==> src/design/per_port_queue_round_robin_shaper_macros.svh <==
// Assertion helpers for the shaper's RTL.
`ifndef PER_PORT_QUEUE_ROUND_ROBIN_SHAPER_MACROS_SVH
`define PER_PORT_QUEUE_ROUND_ROBIN_SHAPER_MACROS_SVH

// Same-cycle implication, disabled while reset is asserted.
`define PPRRS_ASSERT_NOW(lbl, clk, rst_n, ante, cons) \
    lbl: assert property (@(posedge clk) disable iff (!(rst_n)) (ante) |-> (cons)) \
        else $error("shaper check failed");

// Next-cycle implication, disabled while reset is asserted.
`define PPRRS_ASSERT_NEXT(lbl, clk, rst_n, ante, cons) \
    lbl: assert property (@(posedge clk) disable iff (!(rst_n)) (ante) |=> (cons)) \
        else $error("shaper check failed");

`endif

==> src/design/pprrs_pkg.sv <==
`timescale 1ns / 1ps

package pprrs_pkg;

    localparam int unsigned HANDLE_W     = 16;
    localparam int unsigned PORT_FIELD_W = 2;
    localparam int unsigned EVENT_W      = 2;
    localparam int unsigned LIMIT_W      = 5;
    localparam int unsigned PERIOD_W     = 16;
    localparam int unsigned CFG_INDEX_W  = 1;
    localparam int unsigned CFG_DATA_W   = 16;

    localparam logic OP_ARRIVAL = 1'b0;
    localparam logic OP_TICK    = 1'b1;

    localparam logic [EVENT_W-1:0] EV_ACCEPT    = 2'd0;
    localparam logic [EVENT_W-1:0] EV_DROP      = 2'd1;
    localparam logic [EVENT_W-1:0] EV_TICK_IDLE = 2'd2;
    localparam logic [EVENT_W-1:0] EV_TICK_SEND = 2'd3;

    localparam logic [CFG_INDEX_W-1:0] CFG_QUEUE_LIMIT     = 1'b0;
    localparam logic [CFG_INDEX_W-1:0] CFG_DISPATCH_PERIOD = 1'b1;

    localparam logic [LIMIT_W-1:0]  LIMIT_RESET  = 5'd16;
    localparam logic [PERIOD_W-1:0] PERIOD_RESET = 16'd1;

    // Commands from the controller to the datapath.
    typedef struct packed {
        logic capture;       // latch the accepted input transaction
        logic exec;          // apply the item to queue and timer state
        logic out_load;      // load the output register
        logic out_from_mem;  // output comes from a queue pop
    } t_ctl_cmd;

    // Status from the datapath to the controller.
    typedef struct packed {
        logic pop_req;   // captured tick expires on a non-empty queue
        logic out_free;  // output register can take a new result this cycle
    } t_dp_status;

endpackage

==> src/design/pprrs_ctrl.sv <==
`timescale 1ns / 1ps

module pprrs_ctrl (
    input  logic                  i_clk,
    input  logic                  i_rst_n,
    input  logic                  i_in_valid,
    input  pprrs_pkg::t_dp_status i_status,
    output pprrs_pkg::t_ctl_cmd   o_cmd,
    output logic                  o_in_stall
);

    typedef enum logic [1:0] {
        S_IDLE,
        S_EXEC,
        S_READ
    } t_state;

    t_state r_state;
    t_state n_state;
    logic   r_in_stall;

    always_comb begin
        n_state = r_state;
        o_cmd   = '0;
        unique case (r_state)
            S_IDLE: begin
                // The stall flag is set by reset, so it also keeps the input closed right after reset.
                if (i_in_valid && !r_in_stall) begin
                    o_cmd.capture = 1'b1;
                    n_state       = S_EXEC;
                end
            end
            S_EXEC: begin
                // A pop goes through S_READ for the registered queue read.
                if (i_status.pop_req) begin
                    o_cmd.exec = 1'b1;
                    n_state    = S_READ;
                end else if (i_status.out_free) begin
                    o_cmd.exec     = 1'b1;
                    o_cmd.out_load = 1'b1;
                    n_state        = S_IDLE;
                end
            end
            S_READ: begin
                if (i_status.out_free) begin
                    o_cmd.out_load     = 1'b1;
                    o_cmd.out_from_mem = 1'b1;
                    n_state            = S_IDLE;
                end
            end
            default: n_state = S_IDLE;
        endcase
    end

    always_ff @(posedge i_clk) begin
        if (!i_rst_n) begin
            r_state    <= S_IDLE;
            r_in_stall <= 1'b1;
        end else begin
            r_state    <= n_state;
            r_in_stall <= (n_state != S_IDLE);
        end
    end

    assign o_in_stall = r_in_stall;

endmodule

==> src/design/pprrs_dp.sv <==
`timescale 1ns / 1ps

module pprrs_dp #(
    parameter int unsigned NUM_PORTS   = 4,
    parameter int unsigned QUEUE_DEPTH = 16
) (
    input  logic                                  i_clk,
    input  logic                                  i_rst_n,
    input  pprrs_pkg::t_ctl_cmd                   i_cmd,
    output pprrs_pkg::t_dp_status                 o_status,
    input  logic                                  i_op,
    input  logic [pprrs_pkg::PORT_FIELD_W-1:0]    i_in_port,
    input  logic [pprrs_pkg::HANDLE_W-1:0]        i_packet_handle,
    input  logic                                  i_cfg_we,
    input  logic [pprrs_pkg::CFG_INDEX_W-1:0]     i_cfg_index,
    input  logic [pprrs_pkg::CFG_DATA_W-1:0]      i_cfg_data,
    input  logic                                  i_out_stall,
    output logic                                  o_out_valid,
    output logic [pprrs_pkg::EVENT_W-1:0]         o_event_res,
    output logic [pprrs_pkg::PORT_FIELD_W-1:0]    o_out_port,
    output logic [pprrs_pkg::HANDLE_W-1:0]        o_out_packet
);

    localparam int unsigned PW  = $clog2(NUM_PORTS);
    localparam int unsigned SW  = $clog2(QUEUE_DEPTH);
    localparam int unsigned FW  = $clog2(QUEUE_DEPTH + 1);
    localparam int unsigned PXW = (PW + 1 > pprrs_pkg::PORT_FIELD_W) ?
                                  PW + 1 : pprrs_pkg::PORT_FIELD_W;
    localparam int unsigned CW  = (FW > pprrs_pkg::LIMIT_W) ? FW : pprrs_pkg::LIMIT_W;

    // Captured item.
    logic                                r_op;
    logic [pprrs_pkg::PORT_FIELD_W-1:0]  r_port;
    logic [pprrs_pkg::HANDLE_W-1:0]      r_handle;

    // Configuration.
    logic [pprrs_pkg::LIMIT_W-1:0]       r_limit;
    logic [pprrs_pkg::PERIOD_W-1:0]      r_period;

    // Queue bookkeeping and dispatch timer.
    logic [SW-1:0]                       r_head [NUM_PORTS];
    logic [FW-1:0]                       r_fill [NUM_PORTS];
    logic [PW-1:0]                       r_rotor;
    logic                                r_timer_on;
    logic [pprrs_pkg::PERIOD_W-1:0]      r_countdown;
    logic [PW-1:0]                       r_pop_port;

    // Packet handle storage, one row per port.
    logic [pprrs_pkg::HANDLE_W-1:0]      mem [NUM_PORTS][QUEUE_DEPTH];
    logic [pprrs_pkg::HANDLE_W-1:0]      r_rdata;

    logic                                r_out_valid;
    logic [pprrs_pkg::EVENT_W-1:0]       r_out_res;
    logic [pprrs_pkg::PORT_FIELD_W-1:0]  r_out_port;
    logic [pprrs_pkg::HANDLE_W-1:0]      r_out_pkt;

    logic [PXW-1:0]                      w_port_ext;
    logic [PW-1:0]                       w_arr_idx;
    logic                                w_port_ok;
    logic [FW-1:0]                       w_arr_fill;
    logic                                w_arrival_ok;
    logic [SW:0]                         w_tail_sum;
    logic [SW-1:0]                       w_tail;
    logic [FW-1:0]                       w_rot_fill;
    logic                                w_expire;
    logic                                w_pop;
    logic [pprrs_pkg::EVENT_W-1:0]       w_res_now;
    logic [PW-1:0]                       w_rotor_next;
    logic [SW-1:0]                       w_head_next;
    logic [PXW-1:0]                      w_pop_port_ext;
    logic                                w_out_free;
    logic                                w_arrival_write;

    always_comb begin
        w_port_ext   = PXW'(r_port);
        w_port_ok    = (w_port_ext < PXW'(NUM_PORTS));
        w_arr_idx    = w_port_ext[PW-1:0];
        w_arr_fill   = r_fill[w_arr_idx];
        w_arrival_ok = w_port_ok && (CW'(w_arr_fill) < CW'(r_limit)) &&
                       (w_arr_fill < FW'(QUEUE_DEPTH));
        // Occupied slots are below the depth, so one subtract wraps the tail.
        w_tail_sum   = (SW + 1)'(r_head[w_arr_idx]) + (SW + 1)'(w_arr_fill);
        if (w_tail_sum >= (SW + 1)'(QUEUE_DEPTH)) begin
            w_tail_sum = w_tail_sum - (SW + 1)'(QUEUE_DEPTH);
        end
        w_tail       = w_tail_sum[SW-1:0];

        w_rot_fill   = r_fill[r_rotor];
        w_expire     = r_timer_on && (r_countdown <= pprrs_pkg::PERIOD_W'(1));
        w_pop        = (r_op == pprrs_pkg::OP_TICK) && w_expire && (w_rot_fill != '0);
        w_rotor_next = (r_rotor == PW'(NUM_PORTS - 1)) ? '0 : r_rotor + PW'(1);
        w_head_next  = (r_head[r_rotor] == SW'(QUEUE_DEPTH - 1)) ?
                       '0 : r_head[r_rotor] + SW'(1);

        if (r_op == pprrs_pkg::OP_ARRIVAL) begin
            w_res_now = w_arrival_ok ? pprrs_pkg::EV_ACCEPT : pprrs_pkg::EV_DROP;
        end else begin
            w_res_now = pprrs_pkg::EV_TICK_IDLE;
        end

        w_pop_port_ext  = PXW'(r_pop_port);
        w_out_free      = !r_out_valid || !i_out_stall;
        w_arrival_write = i_cmd.exec && (r_op == pprrs_pkg::OP_ARRIVAL) && w_arrival_ok;
    end

    assign o_status.pop_req  = w_pop;
    assign o_status.out_free = w_out_free;

    always_ff @(posedge i_clk) begin
        if (i_cmd.capture) begin
            r_op     <= i_op;
            r_port   <= i_in_port;
            r_handle <= i_packet_handle;
        end
    end

    always_ff @(posedge i_clk) begin
        if (!i_rst_n) begin
            r_limit  <= pprrs_pkg::LIMIT_RESET;
            r_period <= pprrs_pkg::PERIOD_RESET;
        end else if (i_cfg_we) begin
            unique case (i_cfg_index)
                pprrs_pkg::CFG_QUEUE_LIMIT:
                    r_limit <= i_cfg_data[pprrs_pkg::LIMIT_W-1:0];
                pprrs_pkg::CFG_DISPATCH_PERIOD:
                    r_period <= i_cfg_data[pprrs_pkg::PERIOD_W-1:0];
                default: ;
            endcase
        end
    end

    always_ff @(posedge i_clk) begin
        if (!i_rst_n) begin
            for (int i = 0; i < NUM_PORTS; i++) begin
                r_head[i] <= '0;
                r_fill[i] <= '0;
            end
            r_rotor     <= '0;
            r_timer_on  <= 1'b0;
            r_countdown <= '0;
        end else if (i_cmd.exec) begin
            if (r_op == pprrs_pkg::OP_ARRIVAL) begin
                if (w_arrival_ok) begin
                    r_fill[w_arr_idx] <= w_arr_fill + FW'(1);
                end
                if (!r_timer_on) begin
                    r_timer_on  <= 1'b1;
                    r_countdown <= r_period;
                end
            end else if (r_timer_on) begin
                if (w_expire) begin
                    if (w_pop) begin
                        r_head[r_rotor] <= w_head_next;
                        r_fill[r_rotor] <= w_rot_fill - FW'(1);
                    end
                    r_rotor     <= w_rotor_next;
                    r_countdown <= r_period;
                end else begin
                    r_countdown <= r_countdown - pprrs_pkg::PERIOD_W'(1);
                end
            end
        end
    end

    always_ff @(posedge i_clk) begin
        if (w_arrival_write) begin
            mem[w_arr_idx][w_tail] <= r_handle;
        end
        if (i_cmd.exec && w_pop) begin
            r_rdata    <= mem[r_rotor][r_head[r_rotor]];
            r_pop_port <= r_rotor;
        end
    end

    always_ff @(posedge i_clk) begin
        if (!i_rst_n) begin
            r_out_valid <= 1'b0;
        end else if (i_cmd.out_load) begin
            r_out_valid <= 1'b1;
        end else if (!i_out_stall) begin
            r_out_valid <= 1'b0;
        end
    end

    always_ff @(posedge i_clk) begin
        if (i_cmd.out_load) begin
            if (i_cmd.out_from_mem) begin
                r_out_res  <= pprrs_pkg::EV_TICK_SEND;
                r_out_port <= w_pop_port_ext[pprrs_pkg::PORT_FIELD_W-1:0];
                r_out_pkt  <= r_rdata;
            end else begin
                r_out_res  <= w_res_now;
                r_out_port <= '0;
                r_out_pkt  <= '0;
            end
        end
    end

    assign o_out_valid  = r_out_valid;
    assign o_event_res  = r_out_res;
    assign o_out_port   = r_out_port;
    assign o_out_packet = r_out_pkt;

endmodule

==> src/design/per_port_queue_round_robin_shaper.sv <==
`timescale 1ns / 1ps
// Per-port packet queue with a round-robin leaky-bucket dispatcher.
// Input channel (i_in_valid / o_in_stall) carries one transaction per item:
// an arrival (i_op = 0) queues i_packet_handle on port i_in_port, or a time
// tick (i_op = 1) advances the dispatch timer. Every item yields exactly one
// result transaction on the output channel (o_out_valid / i_out_stall):
// accepted, dropped, tick without send, or tick with the sent port and handle.
// Items are handled one at a time. An arrival or a tick that sends nothing
// is loaded into the output register from S_EXEC after acceptance; a tick that
// pops a queue passes through S_READ as well, for the registered handle read.
// The next item is accepted only after the result is loaded and the controller
// is back in S_IDLE, so the block takes no new item while one is in flight.
// The output register holds a finished result while the receiver stalls; the
// controller keeps working up to the point of loading the next result.
// Configuration (i_cfg_*) is always ready and takes effect at once; index 0
// is the per-queue limit, index 1 the dispatch period in ticks.
// Reset clears all queues, the rotor and the timer, restores the limit to
// 16 and the period to 1, and holds the input stalled until the controller's
// stall flag first updates after release; the handle memory itself is not cleared.

`include "per_port_queue_round_robin_shaper_macros.svh"

module per_port_queue_round_robin_shaper #(
    parameter int unsigned NUM_PORTS   = 4,
    parameter int unsigned QUEUE_DEPTH = 16
) (
    input  logic                                i_clk,
    input  logic                                i_rst_n,
    input  logic                                i_in_valid,
    output logic                                o_in_stall,
    input  logic                                i_op,
    input  logic [pprrs_pkg::PORT_FIELD_W-1:0]  i_in_port,
    input  logic [pprrs_pkg::HANDLE_W-1:0]      i_packet_handle,
    output logic                                o_out_valid,
    input  logic                                i_out_stall,
    output logic [pprrs_pkg::EVENT_W-1:0]       o_event_res,
    output logic [pprrs_pkg::PORT_FIELD_W-1:0]  o_out_port,
    output logic [pprrs_pkg::HANDLE_W-1:0]      o_out_packet,
    input  logic                                i_cfg_valid,
    output logic                                o_cfg_ready,
    input  logic [pprrs_pkg::CFG_INDEX_W-1:0]   i_cfg_index,
    input  logic [pprrs_pkg::CFG_DATA_W-1:0]    i_cfg_data
);

    pprrs_pkg::t_ctl_cmd   w_cmd;
    pprrs_pkg::t_dp_status w_status;
    logic                  w_in_accept;

    // Registers are plain flops, so a configuration write never waits.
    assign o_cfg_ready = 1'b1;
    assign w_in_accept = i_in_valid && !o_in_stall;

    // The controller sequences capture, state update and result loading.
    pprrs_ctrl u_ctrl (
        .i_clk      (i_clk),
        .i_rst_n    (i_rst_n),
        .i_in_valid (i_in_valid),
        .i_status   (w_status),
        .o_cmd      (w_cmd),
        .o_in_stall (o_in_stall)
    );

    // The datapath owns the queues, the handle memory, the timer and the
    // output register.
    pprrs_dp #(
        .NUM_PORTS   (NUM_PORTS),
        .QUEUE_DEPTH (QUEUE_DEPTH)
    ) u_dp (
        .i_clk           (i_clk),
        .i_rst_n         (i_rst_n),
        .i_cmd           (w_cmd),
        .o_status        (w_status),
        .i_op            (i_op),
        .i_in_port       (i_in_port),
        .i_packet_handle (i_packet_handle),
        .i_cfg_we        (i_cfg_valid && o_cfg_ready),
        .i_cfg_index     (i_cfg_index),
        .i_cfg_data      (i_cfg_data),
        .i_out_stall     (i_out_stall),
        .o_out_valid     (o_out_valid),
        .o_event_res     (o_event_res),
        .o_out_port      (o_out_port),
        .o_out_packet    (o_out_packet)
    );

    // An accepted transaction must close the input until its result is loaded.
    `PPRRS_ASSERT_NEXT(a_accept_closes_input, i_clk, i_rst_n, w_in_accept, o_in_stall)
    // A result is loaded only when the output register can take it.
    `PPRRS_ASSERT_NOW(a_load_when_free, i_clk, i_rst_n, w_cmd.out_load, w_status.out_free)
    // The capture command fires exactly on an input acceptance.
    `PPRRS_ASSERT_NOW(a_capture_matches_accept, i_clk, i_rst_n, w_cmd.capture, w_in_accept)
    // Output valid only rises after a load command.
    `PPRRS_ASSERT_NOW(a_valid_from_load, i_clk, i_rst_n, $rose(o_out_valid), $past(w_cmd.out_load))

endmodule

==> config.mk <==
export PLATFORM = sky130hd
export DESIGN_NAME = per_port_queue_round_robin_shaper
export DESIGN_NICKNAME = d
export VERILOG_FILES = /design/src/design/pprrs_pkg.sv /design/src/design/pprrs_ctrl.sv /design/src/design/pprrs_dp.sv /design/src/design/per_port_queue_round_robin_shaper.sv
export VERILOG_INCLUDE_DIRS = /design/src /design/src/design
export SDC_FILE = /design/constraint.sdc
export NUM_CORES = 1
export LEC_CHECK = 0
export CAP_MARGIN = 20
export CORE_MARGIN = 2
export CORE_UTILIZATION = 50
export CTS_CLUSTER_SIZE = 12
export DETAILED_ROUTE_END_ITERATION = 10
export DONT_BUFFER_PORTS = 1
export PLACE_DENSITY = 0.71
export REMOVE_ABC_BUFFERS = 1
export SLEW_MARGIN = 20
export SYNTH_ARGS = -nofsm -noshare
export SYNTH_HDL_FRONTEND = slang
export SYNTH_SLANG_ARGS = --single-unit
==> constraint.sdc <==
create_clock -name i_clk -period 4.75 [get_ports i_clk]
set_input_delay 0.2375 -clock i_clk [delete_from_list [all_inputs] [get_ports i_clk]]
set_output_delay 0.2375 -clock i_clk [all_outputs]
set_load 0.05 [all_outputs]
==> flow_summary.yaml, run 1 <==
drt:
  drt-initial-drc-count: 3029
  num_vias: 25011
  drt_wl_total_mm: 110.8
  dr.pass1.iters: 7
  drc_errors: 0
  drtAntennaViolNets: 0
  post_drt_wl_per_cell_um: 27.38
  routed_via_density: 6.182
placed_design:
  port_buffers: 0
  minimum_setup_slack_after_placement_ns: 0.3419
  gp_routability_congestion: 0.9394
  place.detailed.instances: 3813
  detailed_place_hpwl_mm: 66.91
clock_network:
  post-cts-setup-buffers: 0
  cts_max_level: 3
  cts_root_buffer: "sky130_fd_sc_hd__clkbuf_16"
  clk_transition_reported_paths_ns: 0.06
  tritoncts_num_sinks: 1165
  clk_latency_ns: 0.69
  cts-buffers-inserted: 116
  tritoncts_clock_tree: "done"
  clock_path_buffers: 3
yosys:
  yosys_warnings: 0
  post_synth_inst_count: 2589
  post-synth-top-count-cell: "sky130_fd_sc_hd__edfxtp_1"
  synth_enable_flop_cells: 1117
  synthesis.area_per_instance_um2: 18.04
  ys_seq_area_share_pct: 73.88
  synth_commonest_cells: "sky130_fd_sc_hd__edfxtp_1 (1117), sky130_fd_sc_hd__mux2i_1 (198), sky130_fd_sc_hd__mux4_2 (179)"
  synth_async_sr_flop_share_pct: 0
  synth_area_leader_cell: "sky130_fd_sc_hd__edfxtp_1"
  netlist.area_leader.share_pct: 71.82
  netlist_top_cells_area: "sky130_fd_sc_hd__edfxtp_1 (72%), sky130_fd_sc_hd__mux4_2 (8.6%), sky130_fd_sc_hd__mux2i_1 (4.2%)"
  synthesis.area_um2: 46700
  synth.ff_latch_count: 1165
  synth_cell_type_count: 82
  synth-main-ff-cell: "sky130_fd_sc_hd__edfxtp_1"
die:
  fp-row-count: 112
  dieArea_um2: 95860
  core_region_area_um2: 92910
  y_dimension_of_the_die_um: 309.6
  chipWidth_um: 309.6
  io_pins: 64
  start_util_pct: 50.27
global_route:
  grt_remaining_overflow: 0
  grt_antenna_before_repair: 0
  grt_pass1_vias: 24869
  groute.layer.met3.usage_pct: 4.256
  global_route.usage.total_pct: 23.18
  met1_usage_pct: 32.50
  grtUsageMet2_pct: 37.44
  grt.busiest_layer: "met2"
  grt_pass1_wl_mm: 162.2
  grt_start_max_net_pins: 162
setup_path:
  critPathRequiredTime_ns: 5.11
  start_kind: "flip-flop"
  cp_slowest_cell: "sky130_fd_sc_hd__mux4_2"
  worstSetupPathType: "reg -> reg"
  end_kind: "flip-flop"
  worst_ep_arrival_time_ns: 4.88
  critical_path.max_fanout: 13
  worstReg2RegEnd: "u_dp.mem[1][158]$_DFFE_PP_"
  worst-r2r-cell-count: 9
  path_cells: "mux4_2 -> ha_1 -> a21o_1 -> a211o_1 -> nor3_2 -> nor4b_4 -> nand2_1 -> nor2_1 -> buf_4"
  cp.depth: 9
  worst-r2r-setup-slack_ns: 0.24
  cp_num_buf_inv: 1
  timing.critical_path.slowest_cell_delay_ns: 0.68
  cp_top_family: "simple AND/OR/NAND/NOR gates"
sta:
  max_slew.worst_pin.slew_ns: 1.123
  timing.setup.tns_ns: 0
  clock.fmax_mhz: 221.5
  timing.final.hold_violations: 0
  grt_setup_unrepaired: "false"
  worst_slack_ns: 0.2358
  final_period_minus_worst_setup_slack_ns: 4.514
  clock_skew_ns: 0.04898
  timing.final.setup_violations: 0
  slew-limit-headroom_pct: 25.14
  drv_slew: 0
  period_share_pct: 95.04
  whs_ns: 0.04376
min_path:
  worst_hold_path.endpoint: "u_dp.r_head[2][3]$_SDFFCE_PN0P_"
  min_path_type: "in -> reg"
  whs_path_depth: 1
  hp-start: "i_rst_n"
final_layout:
  area_growth_pct: 12.12
  layout-drive-gt1-share_pct: 16.76
  ant_diodes: 0
  design.final.nets: 2779
  instances_no_fill: 4046
pwr:
  total_leakage_power_nw: 16.88
  pwr_density_cell_nw_per_um2: 394.5
  irDropWorstVdd_uv: 317.5
  total_power_mw: 20.66
flow_run:
  cap_viol_max_count: 0
run_status:
  status: "finished, final reports clean"
==> state kept, by name, summed over array words and instances, names as in the netlist, 5 cells and up, named ones only <==
name / count
u_dp.r_rdata: 16
u_dp.r_countdown: 16
u_dp.o_out_packet: 16
u_dp.r_limit: 5
u_dp.mem: 1024
u_dp.r_head: 16
u_dp.r_handle: 16
u_dp.r_fill: 20
u_dp.r_period: 16
==> report_power, final <==
part / leakage [nW] / switching, mW / internal, mW / total [mW]
logic: 4.76 / 0.674 / 0.278 / 0.952
clock network: 1.64 / 3.62 / 4.74 / 8.36
registers: 10.5 / 0.0595 / 11.3 / 11.3
==> what timing repair did <==
| action | in CTS | in global routing |
|---|---|---|
| hold buffers | 41 | 0 |
| resized for setup | 0 | 0 |
| endpoints found under the hold margin | 74 | 0 |
==> how the worst max path moves through the flow <==
stage / endpoint / slack (ns)
final: u_dp.mem[1][158]$_DFFE_PP_ / 0.24
after detailed placement: u_dp.mem[1][153]$_DFFE_PP_ / 0.34
after global routing: u_dp.mem[1][158]$_DFFE_PP_ / 0.14
after global placement: u_dp.mem[1][155]$_DFFE_PP_ / 0.51
after floorplan: u_dp.r_rdata[10]$_DFFE_PP_ / -8.27
after CTS: u_dp.mem[1][158]$_DFFE_PP_ / 0.36
==> metrics by stage <==
stage | cell area (um2) | utilization (%)
2_1_floorplan | 45980 | -
3_3_place_gp | 48530 | 52.24
3_5_place_dp | 48530 | 52.24
4_1_cts | 52350 | 56.34
5_1_grt | 52360 | 56.36
6_report | 52360 | 56.36
==> area by class of cell <==
type | count | area [um2]
clock buffer | 159 | 3117
clock inverter | 32 | 286.5
fill | 6820 | 40550
inverter | 20 | 75.07
multi-input combinational | 1259 | 11430
sequential | 1165 | 34510
tap | 1254 | 1569
timing repair buffer | 157 | 1376
==> layer usage <==
metal / vias up / routed length [um]
li1: 10683 / -
met1: 12982 / 44740
met2: 1162 / 53800
met3: 184 / 9338
met4: 0 / 2917
met5: - / 0
==> cell families (layout without fill, tap and decap cells) <==
family	after synthesis	after routing	synth area share, %
other cells	1	1	0.008030
buf+inv	165	368	1.715
simple gates	456	456	4.876
flops	1165	1165	73.88
xor+xnor	12	12	0.2251
compound gates	385	385	5.672
mux	386	386	13.10
fa+ha+maj	19	19	0.5251
==> layout by cell type (no fill, tap or decap), types with 7 or more instances in the layout <==
cell / Yosys / final
sky130_fd_sc_hd__edfxtp_1: 1117 / 1117
sky130_fd_sc_hd__mux2i_1: 198 / 197
sky130_fd_sc_hd__mux4_2: 179 / 178
sky130_fd_sc_hd__nand2_1: 137 / 137
sky130_fd_sc_hd__nor2_1: 134 / 133
sky130_fd_sc_hd__clkbuf_16: 0 / 118
sky130_fd_sc_hd__a21oi_1: 116 / 116
sky130_fd_sc_hd__buf_4: 14 / 108
sky130_fd_sc_hd__a211oi_1: 78 / 78
sky130_fd_sc_hd__nor2b_1: 70 / 70
sky130_fd_sc_hd__dfxtp_1: 48 / 46
sky130_fd_sc_hd__dlygate4sd3_1: 0 / 41
sky130_fd_sc_hd__clkbuf_1: 68 / 40
sky130_fd_sc_hd__o22ai_1: 38 / 38
sky130_fd_sc_hd__a22oi_1: 26 / 26
sky130_fd_sc_hd__and3_1: 22 / 22
sky130_fd_sc_hd__inv_1: 19 / 19
sky130_fd_sc_hd__a211o_1: 18 / 18
sky130_fd_sc_hd__ha_1: 18 / 18
sky130_fd_sc_hd__nor3_1: 17 / 17
sky130_fd_sc_hd__o21ai_0: 16 / 16
sky130_fd_sc_hd__clkinv_1: 0 / 16
sky130_fd_sc_hd__nand3_1: 14 / 14
sky130_fd_sc_hd__o221ai_1: 14 / 14
sky130_fd_sc_hd__a311oi_1: 13 / 13
sky130_fd_sc_hd__a21o_1: 10 / 10
sky130_fd_sc_hd__nand2b_1: 9 / 9
sky130_fd_sc_hd__xnor2_1: 9 / 9
sky130_fd_sc_hd__mux2_2: 8 / 8
sky130_fd_sc_hd__o21ai_1: 8 / 8
sky130_fd_sc_hd__a31oi_1: 7 / 7
sky130_fd_sc_hd__clkinv_2: 0 / 7
sky130_fd_sc_hd__buf_12: 0 / 7
Note: power is estimated with default switching activity, not from simulation.
==> inputs of run 2 (changes only) <==
--- a/config.mk
+++ b/config.mk
@@ -6,6 +6,7 @@
 export SDC_FILE = /design/constraint.sdc
 export NUM_CORES = 1
 export LEC_CHECK = 0
+export ABC_AREA = 1
 export CAP_MARGIN = 20
 export CORE_MARGIN = 2
 export CORE_UTILIZATION = 50
@@ -14,7 +15,7 @@
 export DONT_BUFFER_PORTS = 1
 export PLACE_DENSITY = 0.71
 export REMOVE_ABC_BUFFERS = 1
-export SLEW_MARGIN = 20
 export SYNTH_ARGS = -nofsm -noshare
 export SYNTH_HDL_FRONTEND = slang
+export SYNTH_HIERARCHICAL = 1
 export SYNTH_SLANG_ARGS = --single-unit
==> run 2 against run 1 <==
Sequential power hardly changed. Sequential share of layout area is 0.85 points lower. Flip-flop and latch count stayed put. Critical endpoint is now u_dp/mem[2][53]$_DFFE_PP_. Clock power is 2.5% lower. Worst hold slack better by 0.0066 ns. Combinational power is 8% higher. Clock skew is 0.016 ns lower. Global-route usage is 3.2 points higher. Non-clock buffer count is 14 higher. Register-to-register slack better by 0.31 ns. Via count is 29% higher.
==> flow_summary.yaml, run 2 <==
placed_design:
  detailed_place_hpwl_mm: 75.61
  gp_routability_congestion: 0.9169
  minimum_setup_slack_after_placement_ns: 0.5941
  port_buffers: 0
  place.detailed.instances: 5221
yosys:
  synth_area_leader_cell: "sky130_fd_sc_hd__edfxtp_1"
  post_synth_inst_count: 4087
  netlist.area_leader.share_pct: 70.02
  synthesis.area_um2: 47900
  netlist_top_cells_area: "sky130_fd_sc_hd__edfxtp_1 (70%), sky130_fd_sc_hd__nand2_1 (6.0%), sky130_fd_sc_hd__nor2_1 (5.2%)"
  synth_enable_flop_cells: 1117
  ys_seq_area_share_pct: 72.03
  synth_cell_type_count: 43
  synth_async_sr_flop_share_pct: 0
  post-synth-top-count-cell: "sky130_fd_sc_hd__edfxtp_1"
  synth_commonest_cells: "sky130_fd_sc_hd__edfxtp_1 (1117), sky130_fd_sc_hd__nand2_1 (761), sky130_fd_sc_hd__nor2_1 (665)"
  synth.ff_latch_count: 1165
  synth-main-ff-cell: "sky130_fd_sc_hd__edfxtp_1"
  synthesis.area_per_instance_um2: 11.72
  yosys_warnings: 6
setup_path:
  worst_ep_arrival_time_ns: 4.60
  start_kind: "flip-flop"
  critical_path.max_fanout: 51
  critPathRequiredTime_ns: 5.14
  worstSetupPathType: "reg -> reg"
  end_kind: "flip-flop"
die:
  start_util_pct: 50.42
  io_pins: 64
  fp-row-count: 113
  core_region_area_um2: 95010
  dieArea_um2: 98290
  y_dimension_of_the_die_um: 313.5
  chipWidth_um: 313.5
pwr:
  pwr_density_cell_nw_per_um2: 387.1
  power_frac_comb_pct: 5.0
  power.internal_mw: 16.03
  total_leakage_power_nw: 18.37
  p_switching_mw: 4.503
  power.share.clock_pct: 39.7
  irDropWorstVdd_uv: 272.8
  power.share.switching_pct: 21.93
  p_seq_share_pct: 55.3
final_layout:
  ant_diodes: 0
  largestRegisters: "u_dp/mem (1024), u_dp/r_fill (20)"
  most_common_cell_after_layout_fill_and_taps_aside: "sky130_fd_sc_hd__edfxtp_1"
  layout-drive-gt1-share_pct: 7.344
  layout_common_cells: "sky130_fd_sc_hd__edfxtp_1 (1117), sky130_fd_sc_hd__nand2_1 (755), sky130_fd_sc_hd__nor2_1 (664), sky130_fd_sc_hd__o21ai_0 (419), sky130_fd_sc_hd__nand3_1 (413)"
  instances_no_fill: 5459
  post-route-util_pct: 55.83
  area_growth_pct: 10.73
  largest_register_ffs: 1024
  design.final.nets: 4183
  max_flop_register: "u_dp/mem"
clock_network:
  clk_transition_reported_paths_ns: 0.06
  clk_latency_ns: 0.71
  cts_max_level: 3
  clock_path_buffers: 3
  tritoncts_clock_tree: "done"
  tritoncts_num_sinks: 1165
  cts-buffers-inserted: 115
  cts_root_buffer: "sky130_fd_sc_hd__clkbuf_16"
  post-cts-setup-buffers: 0
drt:
  drt-initial-drc-count: 4446
  dr.pass1.iters: 6
  routed_via_density: 5.892
  drt_wl_total_mm: 131.3
  post_drt_wl_per_cell_um: 24.06
  num_vias: 32164
  drc_errors: 0
  drtAntennaViolNets: 0
sta:
  timing.final.hold_violations: 0
  worst_slack_ns: 0.5420
  clock.fmax_mhz: 237.6
  clock_skew_ns: 0.03284
  max_slew.worst_pin.slew_ns: 1.105
  grt_setup_unrepaired: "false"
  final_period_minus_worst_setup_slack_ns: 4.208
  timing.setup.tns_ns: 0
  period_share_pct: 88.59
  whs_ns: 0.05037
  timing.final.setup_violations: 0
  slew-limit-headroom_pct: 26.32
  drv_slew: 0
global_route:
  grt_start_max_net_pins: 212
  global_route.usage.total_pct: 26.38
  grt_pass1_wl_mm: 192.7
  grt_remaining_overflow: 0
  grt_pass1_vias: 30607
  grt_antenna_before_repair: 0
flow_run:
  cap_viol_max_count: 0
run_status:
  status: "finished, final reports clean"
min_path:
  min_path_type: "in -> reg"
[run 2: kinds of logic (layout without fill, tap and decap cells)]
logic type,after synthesis,in the layout,share of synthesized area [%]
other cells,1,1,0.007828
flops,1165,1165,72.03
simple gates,1871,1871,16.02
buf+inv,367,474,3.542
fa+ha+maj,19,19,0.5120
compound gates,652,652,7.669
xor+xnor,12,12,0.2194
[run 2: through the flow]
step           area, um2  power [mW]
3_3_place_gp       49270       12.51
5_1_grt            53040       21.07
6_report           53040       20.53
3_5_place_dp       49270       12.53
2_1_floorplan      46640       12.09
4_1_cts            53040       20.61
[run 2: path summary, 6_finish.rpt]
| check | to | start | cells after the start | slack, ns |
|---|---|---|---|---|
| worst min register to register | u_dp/r_period[11]$_SDFFE_PN0P_ | u_dp/r_period[11]$_SDFFE_PN0P_ | 2 | 0.46 |
| worst max register to register | u_dp/mem[2][53]$_DFFE_PP_ | flip-flop | 20 | 0.54 |
| worst max-delay path | u_dp/mem[2][53]$_DFFE_PP_ | flip-flop | 20 | 0.54 |
| worst min-delay path | u_dp/r_fill[3][2]$_DFFE_PP_ | i_rst_n | 4 | 0.05 |
[run 2: per-layer routing]
layer	global-route usage (%)	part of all wire, %	up-vias
met5	0	0	-
met4	12.64	4.9	0
met3	5.119	10	337
met2	42.11	47	1859
met1	35.02	38	15484
li1	-	-	14484
[run 2: area by class of cell]
class / count / area [um2]
clock inverters: 31 / 177.7
inverters: 115 / 460.4
clock buffers: 157 / 3088
flip-flops and latches: 1165 / 34510
multi-input cells: 2555 / 11730
repair buffers: 171 / 1494
fillers: 7604 / 41970
well taps: 1265 / 1583
[run 2: worst max-delay path, stage by stage, from the launching register on]
cell and delay (ns):
sky130_fd_sc_hd__dfxtp_4 0.44, sky130_fd_sc_hd__inv_16 0.19, sky130_fd_sc_hd__nand2_1 0.08, sky130_fd_sc_hd__nand3_1 0.07
sky130_fd_sc_hd__nand2_1 0.13, sky130_fd_sc_hd__ha_1 0.21, sky130_fd_sc_hd__nand2_1 0.10, sky130_fd_sc_hd__nor2_4 0.07
sky130_fd_sc_hd__nor3_1 0.20, sky130_fd_sc_hd__inv_1 0.09, sky130_fd_sc_hd__a21oi_1 0.29, sky130_fd_sc_hd__inv_1 0.10
sky130_fd_sc_hd__nor2_1 0.10, sky130_fd_sc_hd__buf_4 0.14, sky130_fd_sc_hd__nand2_1 0.09, sky130_fd_sc_hd__inv_2 0.14
sky130_fd_sc_hd__nand2_1 0.11, sky130_fd_sc_hd__nor2_2 0.45, sky130_fd_sc_hd__nand2_1 0.26, sky130_fd_sc_hd__nor2_1 0.33
sky130_fd_sc_hd__buf_4 0.29
[run 2: what timing repair did]
item,in CTS,in global routing
endpoints found under the hold margin,113,0
hold buffers,50,0
resized for setup,0,0
[run 2: power groups by stage]
stage | combinational (mW) | clock (mW) | sequential, mW
global placement | 0.944 | 0 | 11.6
CTS | 1.00 | 8.25 | 11.4
detailed placement | 0.955 | 0 | 11.6
global route | 1.09 | 8.62 | 11.4
floorplan | 0.459 | 0 | 11.6
finish | 1.03 | 8.15 | 11.4
